<file path="config.mk">
export PLATFORM = sky130hd
export DESIGN_NAME = nmea_rmc_position_parser_core_flat
export DESIGN_NICKNAME = d
export VERILOG_FILES = /design/src/nrpp_pkg.sv /design/src/nrpp_ifs.sv /design/src/nmea_rmc_position_parser_core.sv /design/src/flat_wrapper.sv
export VERILOG_INCLUDE_DIRS = /design/src /design/src/src
export SDC_FILE = /design/constraint.sdc
export NUM_CORES = 2
export LEC_CHECK = 0
export BUFFER_PORTS_ARGS = -buffer_cell sky130_fd_sc_hd__buf_2
export CAP_MARGIN = 15
export CORE_MARGIN = 2
export CORE_UTILIZATION = 60
export DETAILED_ROUTE_END_ITERATION = 6
export PLACE_DENSITY = 0.86
export SLEW_MARGIN = 25
export SYNTH_ARGS = -nofsm -noshare
export SYNTH_HDL_FRONTEND = slang
export SYNTH_SLANG_ARGS = --single-unit
</file>
<file path="constraint.sdc">
create_clock -name clk -period 21.9 [get_ports clk]
set_input_delay 4.38 -clock clk [delete_from_list [all_inputs] [get_ports clk]]
set_output_delay 4.38 -clock clk [all_outputs]
set_load 0.05 [all_outputs]
</file>
<file path="src/nmea_rmc_position_parser_core_macros.svh">
// assertion macros for the rmc position parser
`ifndef NMEA_RMC_POSITION_PARSER_CORE_MACROS_SVH
`define NMEA_RMC_POSITION_PARSER_CORE_MACROS_SVH

`ifndef NO_ASSERTIONS
`define NRPP_ASSERT_HOLDS(label, clk, rst_n, cond) \
	label: assert property (@(posedge clk) disable iff (!rst_n) (cond)) \
		else $error("nrpp invariant violated");
`define NRPP_ASSERT_NEXT(label, clk, rst_n, ante, cons) \
	label: assert property (@(posedge clk) disable iff (!rst_n) (ante) |=> (cons)) \
		else $error("nrpp sequence violated");
`else
`define NRPP_ASSERT_HOLDS(label, clk, rst_n, cond)
`define NRPP_ASSERT_NEXT(label, clk, rst_n, ante, cons)
`endif

`endif

</file>
<file path="src/nrpp_pkg.sv">
// shared types, constants and tables of the rmc position parser
package nrpp_pkg;

	localparam int RX_BYTE_W = 8;
	localparam int SCALE_W   = 12;

	localparam logic [SCALE_W-1:0] SCALE_RESET = 12'd1151;

	localparam int MIN_FRAC_DIGITS = 4;
	localparam int FRAC_KEEP = (MIN_FRAC_DIGITS < 4) ? MIN_FRAC_DIGITS : 4;

	localparam logic [6:0]  LAT_DEG_MAX = 7'd90;
	localparam logic [7:0]  LON_DEG_MAX = 8'd180;
	localparam logic [19:0] MIN_MAX     = 20'd599999;
	localparam logic [19:0] SPEED_MAX   = 20'd999999;
	localparam logic [15:0] TRACK_MAX   = 16'd35999;

	localparam logic [3:0] LAT_DEG_DIGITS = 4'd2;
	localparam logic [3:0] LON_DEG_DIGITS = 4'd3;

	localparam logic [2:0] HDR_LEN = 3'd6;

	// field numbers counted by commas after the header
	localparam logic [3:0] FLD_STATUS = 4'd2;
	localparam logic [3:0] FLD_LAT    = 4'd3;
	localparam logic [3:0] FLD_LON    = 4'd5;
	localparam logic [3:0] FLD_SPEED  = 4'd7;
	localparam logic [3:0] FLD_TRACK  = 4'd8;

	localparam logic [7:0] CH_DOLLAR = 8'h24;
	localparam logic [7:0] CH_STAR   = 8'h2A;
	localparam logic [7:0] CH_CR     = 8'h0D;
	localparam logic [7:0] CH_LF     = 8'h0A;
	localparam logic [7:0] CH_COMMA  = 8'h2C;
	localparam logic [7:0] CH_POINT  = 8'h2E;
	localparam logic [7:0] CH_ZERO   = 8'h30;
	localparam logic [7:0] CH_NINE   = 8'h39;
	localparam logic [7:0] CH_A      = 8'h41;

	// floor(y / 3) as (y * DIV3_RECIP) >> DIV3_SHIFT, exact for y below 2^23
	localparam int DIV3_SHIFT = 23;
	localparam logic [21:0] DIV3_RECIP = 22'(((64'd1 << DIV3_SHIFT) / 64'd3) + 64'd1);

	// floor(q / 625) as (q * SPD_RECIP) >> SPD_SHIFT, exact for q below 2^28
	localparam int SPD_SHIFT = 38;
	localparam logic [28:0] SPD_RECIP = 29'(((64'd1 << SPD_SHIFT) / 64'd625) + 64'd1);

	function automatic logic [7:0] hdr_char(input logic [2:0] idx);
		logic [7:0] ch;
		unique case (idx)
			3'd0: ch = CH_DOLLAR;
			3'd1: ch = 8'h47;
			3'd2: ch = 8'h50;
			3'd3: ch = 8'h52;
			3'd4: ch = 8'h4D;
			3'd5: ch = 8'h43;
			default: ch = 8'h00;
		endcase
		return ch;
	endfunction

	typedef struct packed {
		logic [6:0]  lat_deg;
		logic [19:0] lat_min;
		logic [7:0]  lon_deg;
		logic [19:0] lon_min;
		logic [19:0] speed_milli;
		logic [15:0] track;
		logic        status;
	} raw_fix_t;

	typedef struct packed {
		logic [6:0]  lat_deg;
		logic [19:0] lat_min;
		logic [7:0]  lon_deg;
		logic [19:0] lon_min;
		logic [26:0] lat_degm;
		logic [27:0] lon_degm;
		logic [21:0] lat_y;
		logic [21:0] lon_y;
		logic [31:0] spd_p;
		logic [15:0] track;
		logic        status;
	} fix_prod_t;

	typedef struct packed {
		logic [6:0]  lat_deg;
		logic [19:0] lat_min;
		logic [7:0]  lon_deg;
		logic [19:0] lon_min;
		logic [26:0] lat_degm;
		logic [27:0] lon_degm;
		logic [19:0] lat_q;
		logic [19:0] lon_q;
		logic [18:0] spd_q;
		logic [15:0] track;
		logic        status;
	} fix_quot_t;

	typedef struct packed {
		logic [6:0]  lat_deg;
		logic [19:0] lat_min_e4;
		logic [7:0]  lon_deg;
		logic [19:0] lon_min_e4;
		logic [26:0] latitude_e6;
		logic [27:0] longitude_e6;
		logic [19:0] speed_scaled_e2;
		logic [15:0] track_e2;
		logic        status_active;
	} fix_out_t;

endpackage

</file>
<file path="src/nrpp_ifs.sv">
// valid/ready stream interfaces for received bytes and position fixes
interface nrpp_byte_if;
	import nrpp_pkg::*;
	logic                 valid;
	logic                 ready;
	logic [RX_BYTE_W-1:0] rx_byte;
	modport source (output valid, output rx_byte, input ready);
	modport sink (input valid, input rx_byte, output ready);
endinterface

interface nrpp_fix_if;
	import nrpp_pkg::*;
	logic        valid;
	logic        ready;
	logic [6:0]  lat_deg;
	logic [19:0] lat_min_e4;
	logic [7:0]  lon_deg;
	logic [19:0] lon_min_e4;
	logic [26:0] latitude_e6;
	logic [27:0] longitude_e6;
	logic [19:0] speed_scaled_e2;
	logic [15:0] track_e2;
	logic        status_active;
	modport source (output valid, output lat_deg, output lat_min_e4, output lon_deg,
		output lon_min_e4, output latitude_e6, output longitude_e6,
		output speed_scaled_e2, output track_e2, output status_active, input ready);
	modport sink (input valid, input lat_deg, input lat_min_e4, input lon_deg,
		input lon_min_e4, input latitude_e6, input longitude_e6,
		input speed_scaled_e2, input track_e2, input status_active, output ready);
endinterface

</file>
<file path="src/nmea_rmc_position_parser_core.sv">
// rmc sentence parser: byte-wise field parse, then a four-stage result pipeline
// throughput: one byte per cycle unless fix stalls; each byte is one parse step
// a terminator passes the snapshot, products, reciprocal quotients and output
// registers in that order before fix.valid rises
// reset: parse state cleared, pipeline empty, speed scale back to 1151
`include "nmea_rmc_position_parser_core_macros.svh"
module nmea_rmc_position_parser_core (
	input  logic                          clk,
	input  logic                          arst_n,
	input  logic                          cfg_we,
	input  logic [nrpp_pkg::SCALE_W-1:0]  cfg_wdata,
	nrpp_byte_if.sink                     rx,
	nrpp_fix_if.source                    fix
);
	import nrpp_pkg::*;

	logic [SCALE_W-1:0] speed_scale_q;

	logic [2:0]  header_pos_q, header_pos_d;
	logic        in_sentence_q, in_sentence_d;
	logic [3:0]  field_index_q, field_index_d;
	logic [3:0]  char_pos_q, char_pos_d;
	logic        after_point_q, after_point_d;
	logic [2:0]  frac_count_q, frac_count_d;
	logic [6:0]  lat_deg_acc_q, lat_deg_acc_d;
	logic [19:0] lat_min_acc_q, lat_min_acc_d;
	logic [7:0]  lon_deg_acc_q, lon_deg_acc_d;
	logic [19:0] lon_min_acc_q, lon_min_acc_d;
	logic [19:0] speed_milli_acc_q, speed_milli_acc_d;
	logic [15:0] track_acc_q, track_acc_d;
	logic        status_flag_q, status_flag_d;

	logic [7:0]  c;
	logic [3:0]  d;
	logic        rx_fire;
	logic        is_digit;
	logic        is_term;
	logic        emit;
	logic        acc_in_range;

	logic [9:0]  lat_deg_push;
	logic [10:0] lon_deg_push;
	logic [6:0]  lat_deg_sat;
	logic [7:0]  lon_deg_sat;
	logic [19:0] cmin;
	logic [19:0] mfrac;
	logic [22:0] cmin_int;
	logic [20:0] cmin_frac;
	logic [19:0] cmin_int_sat;
	logic [19:0] cmin_frac_sat;
	logic [19:0] sfrac;
	logic [23:0] spd_int;
	logic [20:0] spd_frac;
	logic [19:0] spd_int_sat;
	logic [19:0] spd_frac_sat;
	logic [18:0] trk_int;
	logic [16:0] trk_frac;
	logic [15:0] trk_int_sat;
	logic [15:0] trk_frac_sat;

	logic        v_s1, v_s2, v_s3, v_s4;
	logic        adv1, adv2, adv3, adv4;
	raw_fix_t    raw_s1;
	fix_prod_t   prod_s2;
	fix_quot_t   quot_s3;
	fix_out_t    out_s4;
	logic [43:0] lat_div;
	logic [43:0] lon_div;
	logic [56:0] spd_div;

	// byte decode
	assign c        = rx.rx_byte;
	assign d        = c[3:0];
	assign rx_fire  = rx.valid && rx.ready;
	assign is_digit = (c >= CH_ZERO) && (c <= CH_NINE);
	assign is_term  = (c == CH_STAR) || (c == CH_CR) || (c == CH_LF) || (c == CH_DOLLAR);

	// digit accumulation candidates
	assign lat_deg_push = 10'(lat_deg_acc_q) * 10'd10 + 10'(d);
	assign lon_deg_push = 11'(lon_deg_acc_q) * 11'd10 + 11'(d);
	assign lat_deg_sat  = (lat_deg_push > 10'(LAT_DEG_MAX)) ? LAT_DEG_MAX : lat_deg_push[6:0];
	assign lon_deg_sat  = (lon_deg_push > 11'(LON_DEG_MAX)) ? LON_DEG_MAX : lon_deg_push[7:0];

	assign cmin = (field_index_q == FLD_LON) ? lon_min_acc_q : lat_min_acc_q;

	always_comb begin
		unique case (frac_count_q[1:0])
			2'd0: mfrac = 20'(d) * 20'd1000;
			2'd1: mfrac = 20'(d) * 20'd100;
			2'd2: mfrac = 20'(d) * 20'd10;
			default: mfrac = 20'(d);
		endcase
	end

	always_comb begin
		unique case (frac_count_q[1:0])
			2'd0: sfrac = 20'(d) * 20'd100;
			2'd1: sfrac = 20'(d) * 20'd10;
			default: sfrac = 20'(d);
		endcase
	end

	assign cmin_int      = 23'(cmin) * 23'd10 + 23'(d) * 23'd10000;
	assign cmin_frac     = 21'(cmin) + 21'(mfrac);
	assign cmin_int_sat  = (cmin_int > 23'(MIN_MAX)) ? MIN_MAX : cmin_int[19:0];
	assign cmin_frac_sat = (cmin_frac > 21'(MIN_MAX)) ? MIN_MAX : cmin_frac[19:0];

	assign spd_int      = 24'(speed_milli_acc_q) * 24'd10 + 24'(d) * 24'd1000;
	assign spd_frac     = 21'(speed_milli_acc_q) + 21'(sfrac);
	assign spd_int_sat  = (spd_int > 24'(SPEED_MAX)) ? SPEED_MAX : spd_int[19:0];
	assign spd_frac_sat = (spd_frac > 21'(SPEED_MAX)) ? SPEED_MAX : spd_frac[19:0];

	assign trk_int      = 19'(track_acc_q) * 19'd10 + 19'(d) * 19'd100;
	assign trk_frac     = 17'(track_acc_q) + ((frac_count_q == 3'd0) ? 17'(d) * 17'd10 : 17'(d));
	assign trk_int_sat  = (trk_int > 19'(TRACK_MAX)) ? TRACK_MAX : trk_int[15:0];
	assign trk_frac_sat = (trk_frac > 17'(TRACK_MAX)) ? TRACK_MAX : trk_frac[15:0];

	// parse state update for one accepted byte
	always_comb begin
		header_pos_d      = header_pos_q;
		in_sentence_d     = in_sentence_q;
		field_index_d     = field_index_q;
		char_pos_d        = char_pos_q;
		after_point_d     = after_point_q;
		frac_count_d      = frac_count_q;
		lat_deg_acc_d     = lat_deg_acc_q;
		lat_min_acc_d     = lat_min_acc_q;
		lon_deg_acc_d     = lon_deg_acc_q;
		lon_min_acc_d     = lon_min_acc_q;
		speed_milli_acc_d = speed_milli_acc_q;
		track_acc_d       = track_acc_q;
		status_flag_d     = status_flag_q;
		emit              = 1'b0;
		if (rx_fire) begin
			if (in_sentence_q) begin
				if (is_term) begin
					emit          = 1'b1;
					in_sentence_d = 1'b0;
					header_pos_d  = (c == CH_DOLLAR) ? 3'd1 : 3'd0;
				end else if (c == CH_COMMA) begin
					if (field_index_q != 4'hF) begin
						field_index_d = field_index_q + 4'd1;
					end
					char_pos_d    = '0;
					after_point_d = 1'b0;
					frac_count_d  = '0;
				end else if (field_index_q == FLD_STATUS) begin
					status_flag_d = (char_pos_q == 4'd0) && !after_point_q
						&& (frac_count_q == 3'd0) && (c == CH_A);
					if (char_pos_q != 4'hF) begin
						char_pos_d = char_pos_q + 4'd1;
					end
				end else if (c == CH_POINT) begin
					after_point_d = 1'b1;
				end else if (is_digit) begin
					priority if (field_index_q == FLD_LAT) begin
						if (after_point_q) begin
							if (frac_count_q < 3'(FRAC_KEEP)) begin
								lat_min_acc_d = cmin_frac_sat;
							end
						end else if (char_pos_q < LAT_DEG_DIGITS) begin
							lat_deg_acc_d = lat_deg_sat;
						end else begin
							lat_min_acc_d = cmin_int_sat;
						end
					end else if (field_index_q == FLD_LON) begin
						if (after_point_q) begin
							if (frac_count_q < 3'(FRAC_KEEP)) begin
								lon_min_acc_d = cmin_frac_sat;
							end
						end else if (char_pos_q < LON_DEG_DIGITS) begin
							lon_deg_acc_d = lon_deg_sat;
						end else begin
							lon_min_acc_d = cmin_int_sat;
						end
					end else if (field_index_q == FLD_SPEED) begin
						if (!after_point_q) begin
							speed_milli_acc_d = spd_int_sat;
						end else if (frac_count_q < 3'd3) begin
							speed_milli_acc_d = spd_frac_sat;
						end
					end else if (field_index_q == FLD_TRACK) begin
						if (!after_point_q) begin
							track_acc_d = trk_int_sat;
						end else if (frac_count_q < 3'd2) begin
							track_acc_d = trk_frac_sat;
						end
					end else begin
						// other fields only count digits
					end
					if (after_point_q) begin
						if (frac_count_q != 3'd7) begin
							frac_count_d = frac_count_q + 3'd1;
						end
					end else if (char_pos_q != 4'hF) begin
						char_pos_d = char_pos_q + 4'd1;
					end
				end
			end else begin
				if (c == CH_DOLLAR) begin
					header_pos_d = 3'd1;
				end else if ((header_pos_q != 3'd0) && (header_pos_q < HDR_LEN)
						&& (c == hdr_char(header_pos_q))) begin
					if (header_pos_q + 3'd1 == HDR_LEN) begin
						header_pos_d      = 3'd0;
						in_sentence_d     = 1'b1;
						field_index_d     = '0;
						char_pos_d        = '0;
						after_point_d     = 1'b0;
						frac_count_d      = '0;
						lat_deg_acc_d     = '0;
						lat_min_acc_d     = '0;
						lon_deg_acc_d     = '0;
						lon_min_acc_d     = '0;
						speed_milli_acc_d = '0;
						track_acc_d       = '0;
						status_flag_d     = 1'b0;
					end else begin
						header_pos_d = header_pos_q + 3'd1;
					end
				end else begin
					header_pos_d = 3'd0;
				end
			end
		end
	end

	always_ff @(posedge clk or negedge arst_n) begin
		if (!arst_n) begin
			speed_scale_q     <= SCALE_RESET;
			header_pos_q      <= '0;
			in_sentence_q     <= 1'b0;
			field_index_q     <= '0;
			char_pos_q        <= '0;
			after_point_q     <= 1'b0;
			frac_count_q      <= '0;
			lat_deg_acc_q     <= '0;
			lat_min_acc_q     <= '0;
			lon_deg_acc_q     <= '0;
			lon_min_acc_q     <= '0;
			speed_milli_acc_q <= '0;
			track_acc_q       <= '0;
			status_flag_q     <= 1'b0;
		end else begin
			if (cfg_we) begin
				speed_scale_q <= cfg_wdata;
			end
			header_pos_q      <= header_pos_d;
			in_sentence_q     <= in_sentence_d;
			field_index_q     <= field_index_d;
			char_pos_q        <= char_pos_d;
			after_point_q     <= after_point_d;
			frac_count_q      <= frac_count_d;
			lat_deg_acc_q     <= lat_deg_acc_d;
			lat_min_acc_q     <= lat_min_acc_d;
			lon_deg_acc_q     <= lon_deg_acc_d;
			lon_min_acc_q     <= lon_min_acc_d;
			speed_milli_acc_q <= speed_milli_acc_d;
			track_acc_q       <= track_acc_d;
			status_flag_q     <= status_flag_d;
		end
	end

	// result pipeline flow control, each stage fills its own bubble
	assign adv4     = !v_s4 || fix.ready;
	assign adv3     = !v_s3 || adv4;
	assign adv2     = !v_s2 || adv3;
	assign adv1     = !v_s1 || adv2;
	assign rx.ready = adv1;

	always_ff @(posedge clk or negedge arst_n) begin
		if (!arst_n) begin
			v_s1 <= 1'b0;
			v_s2 <= 1'b0;
			v_s3 <= 1'b0;
			v_s4 <= 1'b0;
		end else begin
			if (adv1) begin
				v_s1 <= emit;
			end
			if (adv2) begin
				v_s2 <= v_s1;
			end
			if (adv3) begin
				v_s3 <= v_s2;
			end
			if (adv4) begin
				v_s4 <= v_s3;
			end
		end
	end

	assign lat_div = 44'(prod_s2.lat_y) * 44'(DIV3_RECIP);
	assign lon_div = 44'(prod_s2.lon_y) * 44'(DIV3_RECIP);
	assign spd_div = 57'(prod_s2.spd_p[31:4]) * 57'(SPD_RECIP);

	always_ff @(posedge clk) begin
		// snapshot of the finished sentence
		if (adv1 && emit) begin
			raw_s1.lat_deg     <= lat_deg_acc_q;
			raw_s1.lat_min     <= lat_min_acc_q;
			raw_s1.lon_deg     <= lon_deg_acc_q;
			raw_s1.lon_min     <= lon_min_acc_q;
			raw_s1.speed_milli <= speed_milli_acc_q;
			raw_s1.track       <= track_acc_q;
			raw_s1.status      <= status_flag_q;
		end
		// degree weights, minutes times five, raw speed product
		if (adv2 && v_s1) begin
			prod_s2.lat_deg  <= raw_s1.lat_deg;
			prod_s2.lat_min  <= raw_s1.lat_min;
			prod_s2.lon_deg  <= raw_s1.lon_deg;
			prod_s2.lon_min  <= raw_s1.lon_min;
			prod_s2.lat_degm <= 27'(raw_s1.lat_deg) * 27'd1000000;
			prod_s2.lon_degm <= 28'(raw_s1.lon_deg) * 28'd1000000;
			prod_s2.lat_y    <= 22'(raw_s1.lat_min) * 22'd5;
			prod_s2.lon_y    <= 22'(raw_s1.lon_min) * 22'd5;
			prod_s2.spd_p    <= 32'(raw_s1.speed_milli) * 32'(speed_scale_q);
			prod_s2.track    <= raw_s1.track;
			prod_s2.status   <= raw_s1.status;
		end
		// divide by three and by ten thousand through reciprocals
		if (adv3 && v_s2) begin
			quot_s3.lat_deg  <= prod_s2.lat_deg;
			quot_s3.lat_min  <= prod_s2.lat_min;
			quot_s3.lon_deg  <= prod_s2.lon_deg;
			quot_s3.lon_min  <= prod_s2.lon_min;
			quot_s3.lat_degm <= prod_s2.lat_degm;
			quot_s3.lon_degm <= prod_s2.lon_degm;
			quot_s3.lat_q    <= lat_div[DIV3_SHIFT+19:DIV3_SHIFT];
			quot_s3.lon_q    <= lon_div[DIV3_SHIFT+19:DIV3_SHIFT];
			quot_s3.spd_q    <= spd_div[SPD_SHIFT+18:SPD_SHIFT];
			quot_s3.track    <= prod_s2.track;
			quot_s3.status   <= prod_s2.status;
		end
		if (adv4 && v_s3) begin
			out_s4.lat_deg         <= quot_s3.lat_deg;
			out_s4.lat_min_e4      <= quot_s3.lat_min;
			out_s4.lon_deg         <= quot_s3.lon_deg;
			out_s4.lon_min_e4      <= quot_s3.lon_min;
			out_s4.latitude_e6     <= quot_s3.lat_degm + 27'(quot_s3.lat_q);
			out_s4.longitude_e6    <= quot_s3.lon_degm + 28'(quot_s3.lon_q);
			out_s4.speed_scaled_e2 <= (20'(quot_s3.spd_q) > SPEED_MAX) ? SPEED_MAX
				: 20'(quot_s3.spd_q);
			out_s4.track_e2        <= quot_s3.track;
			out_s4.status_active   <= quot_s3.status;
		end
	end

	assign fix.valid           = v_s4;
	assign fix.lat_deg         = out_s4.lat_deg;
	assign fix.lat_min_e4      = out_s4.lat_min_e4;
	assign fix.lon_deg         = out_s4.lon_deg;
	assign fix.lon_min_e4      = out_s4.lon_min_e4;
	assign fix.latitude_e6     = out_s4.latitude_e6;
	assign fix.longitude_e6    = out_s4.longitude_e6;
	assign fix.speed_scaled_e2 = out_s4.speed_scaled_e2;
	assign fix.track_e2        = out_s4.track_e2;
	assign fix.status_active   = out_s4.status_active;

	assign acc_in_range = (lat_deg_acc_q <= LAT_DEG_MAX) && (lon_deg_acc_q <= LON_DEG_MAX)
		&& (lat_min_acc_q <= MIN_MAX) && (lon_min_acc_q <= MIN_MAX);

	`NRPP_ASSERT_NEXT(a_emit_fills_snapshot, clk, arst_n, emit, v_s1)
	`NRPP_ASSERT_HOLDS(a_no_hunt_in_sentence, clk, arst_n, !in_sentence_q || (header_pos_q == 3'd0))
	`NRPP_ASSERT_HOLDS(a_frac_after_point, clk, arst_n, (frac_count_q == 3'd0) || after_point_q)
	`NRPP_ASSERT_HOLDS(a_acc_saturated, clk, arst_n, acc_in_range)

endmodule
</file>
<file path="src/flat_wrapper.sv">
// flat-port wrapper written by rule: the top's interface ports become plain ports
module nmea_rmc_position_parser_core_flat import nrpp_pkg::*;
  (clk, arst_n, cfg_we, cfg_wdata, rx_valid, rx_rx_byte, rx_ready, fix_valid, fix_lat_deg, fix_lat_min_e4, fix_lon_deg, fix_lon_min_e4, fix_latitude_e6, fix_longitude_e6, fix_speed_scaled_e2, fix_track_e2, fix_status_active, fix_ready);
  nrpp_byte_if rx_i ();
  nrpp_fix_if fix_i ();
  input  logic clk;
  input  logic arst_n;
  input  logic cfg_we;
  input  logic [nrpp_pkg::SCALE_W-1:0] cfg_wdata;
  input wire logic [$bits(rx_i.valid)-1:0] rx_valid;
  input wire logic [$bits(rx_i.rx_byte)-1:0] rx_rx_byte;
  output wire logic [$bits(rx_i.ready)-1:0] rx_ready;
  output wire logic [$bits(fix_i.valid)-1:0] fix_valid;
  output wire logic [$bits(fix_i.lat_deg)-1:0] fix_lat_deg;
  output wire logic [$bits(fix_i.lat_min_e4)-1:0] fix_lat_min_e4;
  output wire logic [$bits(fix_i.lon_deg)-1:0] fix_lon_deg;
  output wire logic [$bits(fix_i.lon_min_e4)-1:0] fix_lon_min_e4;
  output wire logic [$bits(fix_i.latitude_e6)-1:0] fix_latitude_e6;
  output wire logic [$bits(fix_i.longitude_e6)-1:0] fix_longitude_e6;
  output wire logic [$bits(fix_i.speed_scaled_e2)-1:0] fix_speed_scaled_e2;
  output wire logic [$bits(fix_i.track_e2)-1:0] fix_track_e2;
  output wire logic [$bits(fix_i.status_active)-1:0] fix_status_active;
  input wire logic [$bits(fix_i.ready)-1:0] fix_ready;
  assign rx_i.valid = rx_valid;
  assign rx_i.rx_byte = rx_rx_byte;
  assign rx_ready = rx_i.ready;
  assign fix_valid = fix_i.valid;
  assign fix_lat_deg = fix_i.lat_deg;
  assign fix_lat_min_e4 = fix_i.lat_min_e4;
  assign fix_lon_deg = fix_i.lon_deg;
  assign fix_lon_min_e4 = fix_i.lon_min_e4;
  assign fix_latitude_e6 = fix_i.latitude_e6;
  assign fix_longitude_e6 = fix_i.longitude_e6;
  assign fix_speed_scaled_e2 = fix_i.speed_scaled_e2;
  assign fix_track_e2 = fix_i.track_e2;
  assign fix_status_active = fix_i.status_active;
  assign fix_i.ready = fix_ready;
  nmea_rmc_position_parser_core u_core (.clk(clk), .arst_n(arst_n), .cfg_we(cfg_we), .cfg_wdata(cfg_wdata), .rx(rx_i), .fix(fix_i));
endmodule
</file>
# Yosys cells after proc, flatten, opt, wreduce, memory -nomap -nowiden
# Cells that the tools add are included.
dict set report classes {
  addsub 14
  multipliers 20
  magnitude_cmp 17
  eq_ne 58
  muxes 143
  reduce_logical 42
}
# cell count
set op_table {}
lappend op_table {{$mux W20} 40}
lappend op_table {{$mux W16} 17}
lappend op_table {{$mux W8} 18}
lappend op_table {{$mux W7} 13}
lappend op_table {{$mul A22 B22 Y43 const B} 2}
lappend op_table {{$mul A20 B3 Y22 const B} 3}
lappend op_table {{$mux W4} 15}
lappend op_table {{$mul A28 B27 Y55 const B} 1}
lappend op_table {{$mux W3} 16}
lappend op_table {{$gt A21 B20 Y1 const B} 2}
lappend op_table {{$pmux W14 S3} 1}
lappend op_table {{$pmux W7 S6} 1}
lappend op_table {{$reduce_and A13 Y1} 3}
lappend op_table {{$ne A2 B2 Y1 const B} 19}
lappend op_table {{$ne A3 B3 Y1 const B} 12}
lappend op_table {{$eq A8 B6 Y1 const B} 4}
lappend op_table {{$mul A20 B12 Y32} 1}
lappend op_table {{$add A28 B20 Y28} 1}
lappend op_table {{$add A27 B20 Y27} 1}
lappend op_table {{$add A24 B14 Y24} 1}
lappend op_table {{$gt A24 B20 Y1 const B} 1}
lappend op_table {{$reduce_and A12 Y1} 2}
lappend op_table {{$add A23 B18 Y23} 1}
lappend op_table {{$gt A23 B20 Y1 const B} 1}
lappend op_table {{56 further kinds} 118}
dict set report word_totals {
  regBits 728
  input_bits 25
  out_inout_bits 149
  elab_cells 351
}

# Logic depth before layout (Yosys ltp)
dict set report depth {
  word_depth 17
  mapped_depth 30
  mapped_depth_nobuf 27
}

# Worst setup path after synthesis
# Ideal clock, no wire load.
dict set report synth_timing {
  path_kind {input -> register}
  from {input fix_ready}
  to {register u_core.fix.lat_deg[0] (netlist name)}
  setup_time_ps 671
  arrival_time_ps 10909
  t_required_ps 21229
  setup_slack_ps 10320
  cell_stages 2
  n_path_buf 0
  path_cell_list {nor2b_1 -> nor2b_1}
}
dict set report synth_between {
  elab_chain_cells 2
}
# item line
set synth_rtl {}
lappend synth_rtl {{from (decl)} flat_wrapper.sv:23} ;# input wire logic [$bits(fix_i.ready)-1:0] fix_ready;
lappend synth_rtl {{$logic_or A1 B1 Y1} nmea_rmc_position_parser_core.sv:265} ;# assign adv4 = !v_s4 || fix.ready;
lappend synth_rtl {{$logic_and A1 B1 Y1} nmea_rmc_position_parser_core.sv:336} ;# if (adv4 && v_s3) begin
# No other way between the ends.
# A chain may end at the register's enable or synchronous reset.

# Worst setup path in the final report
dict set report layout_timing {
  from {input rx_rx_byte[0]}
  to {register u_core.lon_min_acc_q[12]}
}
dict set report layout_between {
  elab_chain_cells 15
  word_cells_on_any_way 43
  cone_classes {add/sub (2); mul (4); order compare (4); eq/ne (12); mux (14); reduce/logical (7)}
}
# item line
set layout_rtl {}
lappend layout_rtl {{from (decl)} flat_wrapper.sv:11} ;# input wire logic [$bits(rx_i.rx_byte)-1:0] rx_rx_byte;
lappend layout_rtl {{$mul A4 B7 Y11, or another cell as far along} nmea_rmc_position_parser_core.sv:88} ;# 2'd0: mfrac = 20'(d) * 20'd1000;
lappend layout_rtl {{$pmux W14 S3} nmea_rmc_position_parser_core.sv:87} ;# unique case (frac_count_q[1:0])
lappend layout_rtl {{$add A20 B14 Y21} nmea_rmc_position_parser_core.sv:104} ;# assign cmin_frac = 21'(cmin) + 21'(mfrac);
lappend layout_rtl {{$gt A21 B20 Y1} nmea_rmc_position_parser_core.sv:106} ;# assign cmin_frac_sat = (cmin_frac > 21'(MIN_MAX)) ? MIN_MAX : cmin_frac[19:0];
lappend layout_rtl {{$mux W20} nmea_rmc_position_parser_core.sv:106}
lappend layout_rtl {{$mux W20} nmea_rmc_position_parser_core.sv:168} ;# if (frac_count_q < 3'(FRAC_KEEP)) begin
lappend layout_rtl {{$mux W20} nmea_rmc_position_parser_core.sv:167} ;# if (after_point_q) begin
lappend layout_rtl {{$mux W20} nmea_rmc_position_parser_core.sv:166} ;# end else if (field_index_q == FLD_LON) begin
lappend layout_rtl {{$mux W20} nmea_rmc_position_parser_core.sv:156} ;# priority if (field_index_q == FLD_LAT) begin
lappend layout_rtl {{$mux W20} nmea_rmc_position_parser_core.sv:155} ;# end else if (is_digit) begin
lappend layout_rtl {{$mux W20} nmea_rmc_position_parser_core.sv:153} ;# end else if (c == CH_POINT) begin
lappend layout_rtl {{$mux W20} nmea_rmc_position_parser_core.sv:147} ;# end else if (field_index_q == FLD_STATUS) begin
lappend layout_rtl {{$mux W20} nmea_rmc_position_parser_core.sv:140} ;# end else if (c == CH_COMMA) begin
lappend layout_rtl {{$mux W20} nmea_rmc_position_parser_core.sv:136} ;# if (is_term) begin
lappend layout_rtl {{$mux W20} nmea_rmc_position_parser_core.sv:135} ;# if (in_sentence_q) begin
lappend layout_rtl {{to (signal assigned)} nmea_rmc_position_parser_core.sv:257} ;# lon_min_acc_q <= lon_min_acc_d;
lappend layout_rtl {{to (decl)} nmea_rmc_position_parser_core.sv:28} ;# logic [19:0] lon_min_acc_q, lon_min_acc_d;
# Parallel ways exist; a longest one is shown, timed or not. The select of a mux whose other input is x is not followed.

==> flow_summary.yaml <==
setup_path:
  crit_type: "in -> reg"
  worstSetupStartpoint: "rx_rx_byte[0]"
  rr_startpoint: "u_core.prod_s2[65]"
  worstSetupPathDepth: 24
  required_ns: 22.49
  critPathCaptureType: "flip-flop"
  r2r_cells: 21
  arrival_ns: 10.72
  path_delay_family: "compound AO/OA/AOI/OAI gates"
  slowest_delay_ns: 0.65
  path_cells: "buf_2, inv_1, fa_1, inv_1, ha_1, a21oi_1, inv_1, a21oi_1, nor2_1, nor2_1, xor2_1, and2_1, ha_1, a21o_1, a21o_1, a21oi_1, nand2b_1, o211a_1, a211oi_2, a41oi_1, and2b_1, a31oi_4, nand2_1, o221ai_1"
  critPathMaxFanout: 25
  path_buf_inv: 4
  cp-start-kind: "input pin"
  slowest_stage: "fa_1"
detailed_routing:
  wl_met1_mm: 75.5
  highest_layer: "met4"
  routedWlPerCell_um: 20.7
  drc_errors: 0
  wl_mm: 182
  vias_per_cell: 5.86
  ant_nets: 0
  drtIter0Drc: 4040
  drt_pre_antenna_iters: 5
  vias: 51400
  dr_wl_met2_mm: 87.0
  wl_met3_mm: 12.9
grt:
  grt_usage: 0.290
  grt_start_max_net_pins: 137
  grt_first_pass_wirelength_mm: 296
  grt_pass1_vias: 55300
  antenna_found_initial: 7
  gr-total-overflow: 0
yosys:
  netlist_area_um2: 75700
  ys_warn_count: 0
  synth_cell_types: 102
  synth-async-reset-ratio: 0.175
  synth_top_area_share: 0.245
  synth_edf_count: 583
  ys_seq_elements: 707
  synth.area.top_cells: "fa_1, edfxtp_1, ha_1"
  synthCells: 6880
  synth_top_area_cell: "fa_1"
  synth_area_per_cell_um2: 11.0
  syn_nets: 9031
  synthFlopType: "edfxtp_1"
  yosys.cell_count.top_type: "inv_1"
  ys_seq_area_frac: 0.273
  netlist_top_cells_count: "inv_1, ha_1, fa_1"
final_layout:
  register_area_um2: 20600
  multi_input_area_um2: 49500
  drive_above_1_share: 0.0593
  fin_nets: 9207
  syn_to_final_growth_pct: 7.10
  fillCellCount: 9112
  post-route-util: 0.646
place:
  place_ws_ns: 11.24
  place.gp.congestion: 0.995
  hpwl_mm: 146
  numPortBuffers: 172
floorplanning:
  die_area_um2: 129000
  io_pins: 174
  core_area_um2: 125000
  rows: 130
  start_util: 0.603
  die_width_um: 359
  die_height_um: 359
sta:
  finalClockSkew_ns: 0.0438
  fmax_ghz: 0.0988
  slew_violations: 0
  final.min_clock_period_ns: 10.13
  setup_ws_ns: 11.77
  post-route-period-util: 0.462
  finalHoldViolCount: 0
  rsz0062_at_grt: "false"
  setup_viol: 0
  timing.slew.headroom: 0.304
  tns_ns: 0
  tightest_slew_ns: 1.02
power_and_ir_drop:
  p_switching_mw: 3.89
  p_total_mw: 8.47
  clock_power_share: 0.157
  leakage_nw: 39.0
  p_per_area_nw_per_um2: 105
  combPwrFrac: 0.633
  power_frac_seq: 0.210
  ir_worst_vdd_uv: 194
  sw_frac_of_total: 0.458
  p_int_mw: 4.59
worst_hold_path:
  whs_path_depth: 0
  hp-start: "u_core.prod_s2[194]"
  hold_class: "reg -> reg"
clock_network:
  cts_tree: "built"
  cts_made_buffers: 78
  clk_latency_ns: 0.73
  cts_num_sinks: 707
  cts_resized: 0
  post_cts_buffers: 0
  cts_htree_levels: 3
  path_clk_slew_ns: 0.07
  clockBufferDepth: 3
  clockRootBuffer: "clkbuf_16"
  hold_buffers: 0
status:
  status: "finished clean"
run:
  drv_cap: 0
[per-layer routing]
metal / global-route usage / up-vias
li1: - / 23400
met1: 0.383 / 25700
met2: 0.481 / 1866
met3: 0.0555 / 377
met4: 0.102 / 0
met5: 0 / -
[final timing paths]
path | to | slack (ns)
max in group asynchronous | u_core.lon_deg_acc_q[4] | 16.65
min in group asynchronous | u_core.fix.valid | 3.77
setup reg to reg | u_core.quot_s3[55] | 13.77
setup / recovery | u_core.lon_min_acc_q[12] | 11.77
hold reg to reg | u_core.quot_s3[177] | 0.39
hold / removal | u_core.quot_s3[177] | 0.39
[kinds of logic after synthesis]
| kind of cell | Yosys count | synth area share |
|---|---|---|
| XOR/XNOR | 329 | 0.0381 |
| other | 1 | 0.0000496 |
| AO/OA/AOI/OAI | 996 | 0.0895 |
| multiplexers | 49 | 0.00713 |
| flip-flops | 707 | 0.273 |
| buffers and inverters | 1487 | 0.0739 |
| AND/OR/NAND/NOR | 1185 | 0.0752 |
| adder cells (fa/ha/maj) | 2126 | 0.444 |
[power groups by stage]
| stage | sequential (mW) | combinational (mW) | clock (mW) |
|---|---|---|---|
| global placement | 1.80 | 5.04 | 0 |
| floorplan | 1.76 | 3.91 | 0 |
| CTS | 1.78 | 5.31 | 1.36 |
| global route | 1.79 | 6.02 | 1.41 |
| detailed placement | 1.80 | 5.23 | 0 |
| finish | 1.78 | 5.36 | 1.33 |
[metrics by stage]
| stage | instances | cell area [um2] | hold slack, ns |
|---|---|---|---|
| 6_report | 8777 | 81000 | 0.387 |
| 3_3_place_gp | 8626 | 78400 | 0.401 |
| 5_1_grt | 8775 | 81000 | 0.386 |
| 3_5_place_dp | 8626 | 78400 | 0.405 |
| 4_1_cts | 8771 | 81000 | 0.376 |
| 2_1_floorplan | 6880 | 75700 | 0.400 |
[flip-flops by register name (all words and copies together) (netlist names), 12 cells and up]
register,flops
u_core.lon_min_acc_q,20
u_core.raw_s1,92
u_core.prod_s2,177
u_core.fix.lon_min_e4,20
u_core.fix.speed_scaled_e2,19
u_core.quot_s3,168
u_core.fix.latitude_e6,27
u_core.track_acc_q,16
u_core.speed_scale_q,12
u_core.speed_milli_acc_q,20
u_core.lat_min_acc_q,20
u_core.fix.lat_min_e4,20
u_core.fix.longitude_e6,28
u_core.fix.track_e2,16
[area by class of cell]
cell class / instances / share of cell area
antenna: 6 / 0.000185
multi-input combinational: 4686 / 0.611
inverter: 1393 / 0.0646
clock inverter: 50 / 0.00662
timing repair buffer: 190 / 0.0125
sequential: 707 / 0.254
clock buffer: 95 / 0.0255
tap: 1650 / 0.0255
[layout by cell type (no fill, tap or decap), drive strengths merged, types with 26 or more instances in the layout]
master and n:
or3 26, inv 1399, buf 190, edfxtp 583, nand3 74, o21a 45, dfrtp 116, and2 102
a31oi 37, o211ai 30, nor2b 51, clkinv 33, o21ai 205, and3 27, nor2 244, nand2b 45
xnor2 216, xor2 113, fa 927, clkbuf 95, o21bai 42, nand2 415, a21o 106, nor3 89
ha 1199, a21oi 233, a211oi 35, mux2 29
Note: power is estimated with default switching activity, not from simulation.
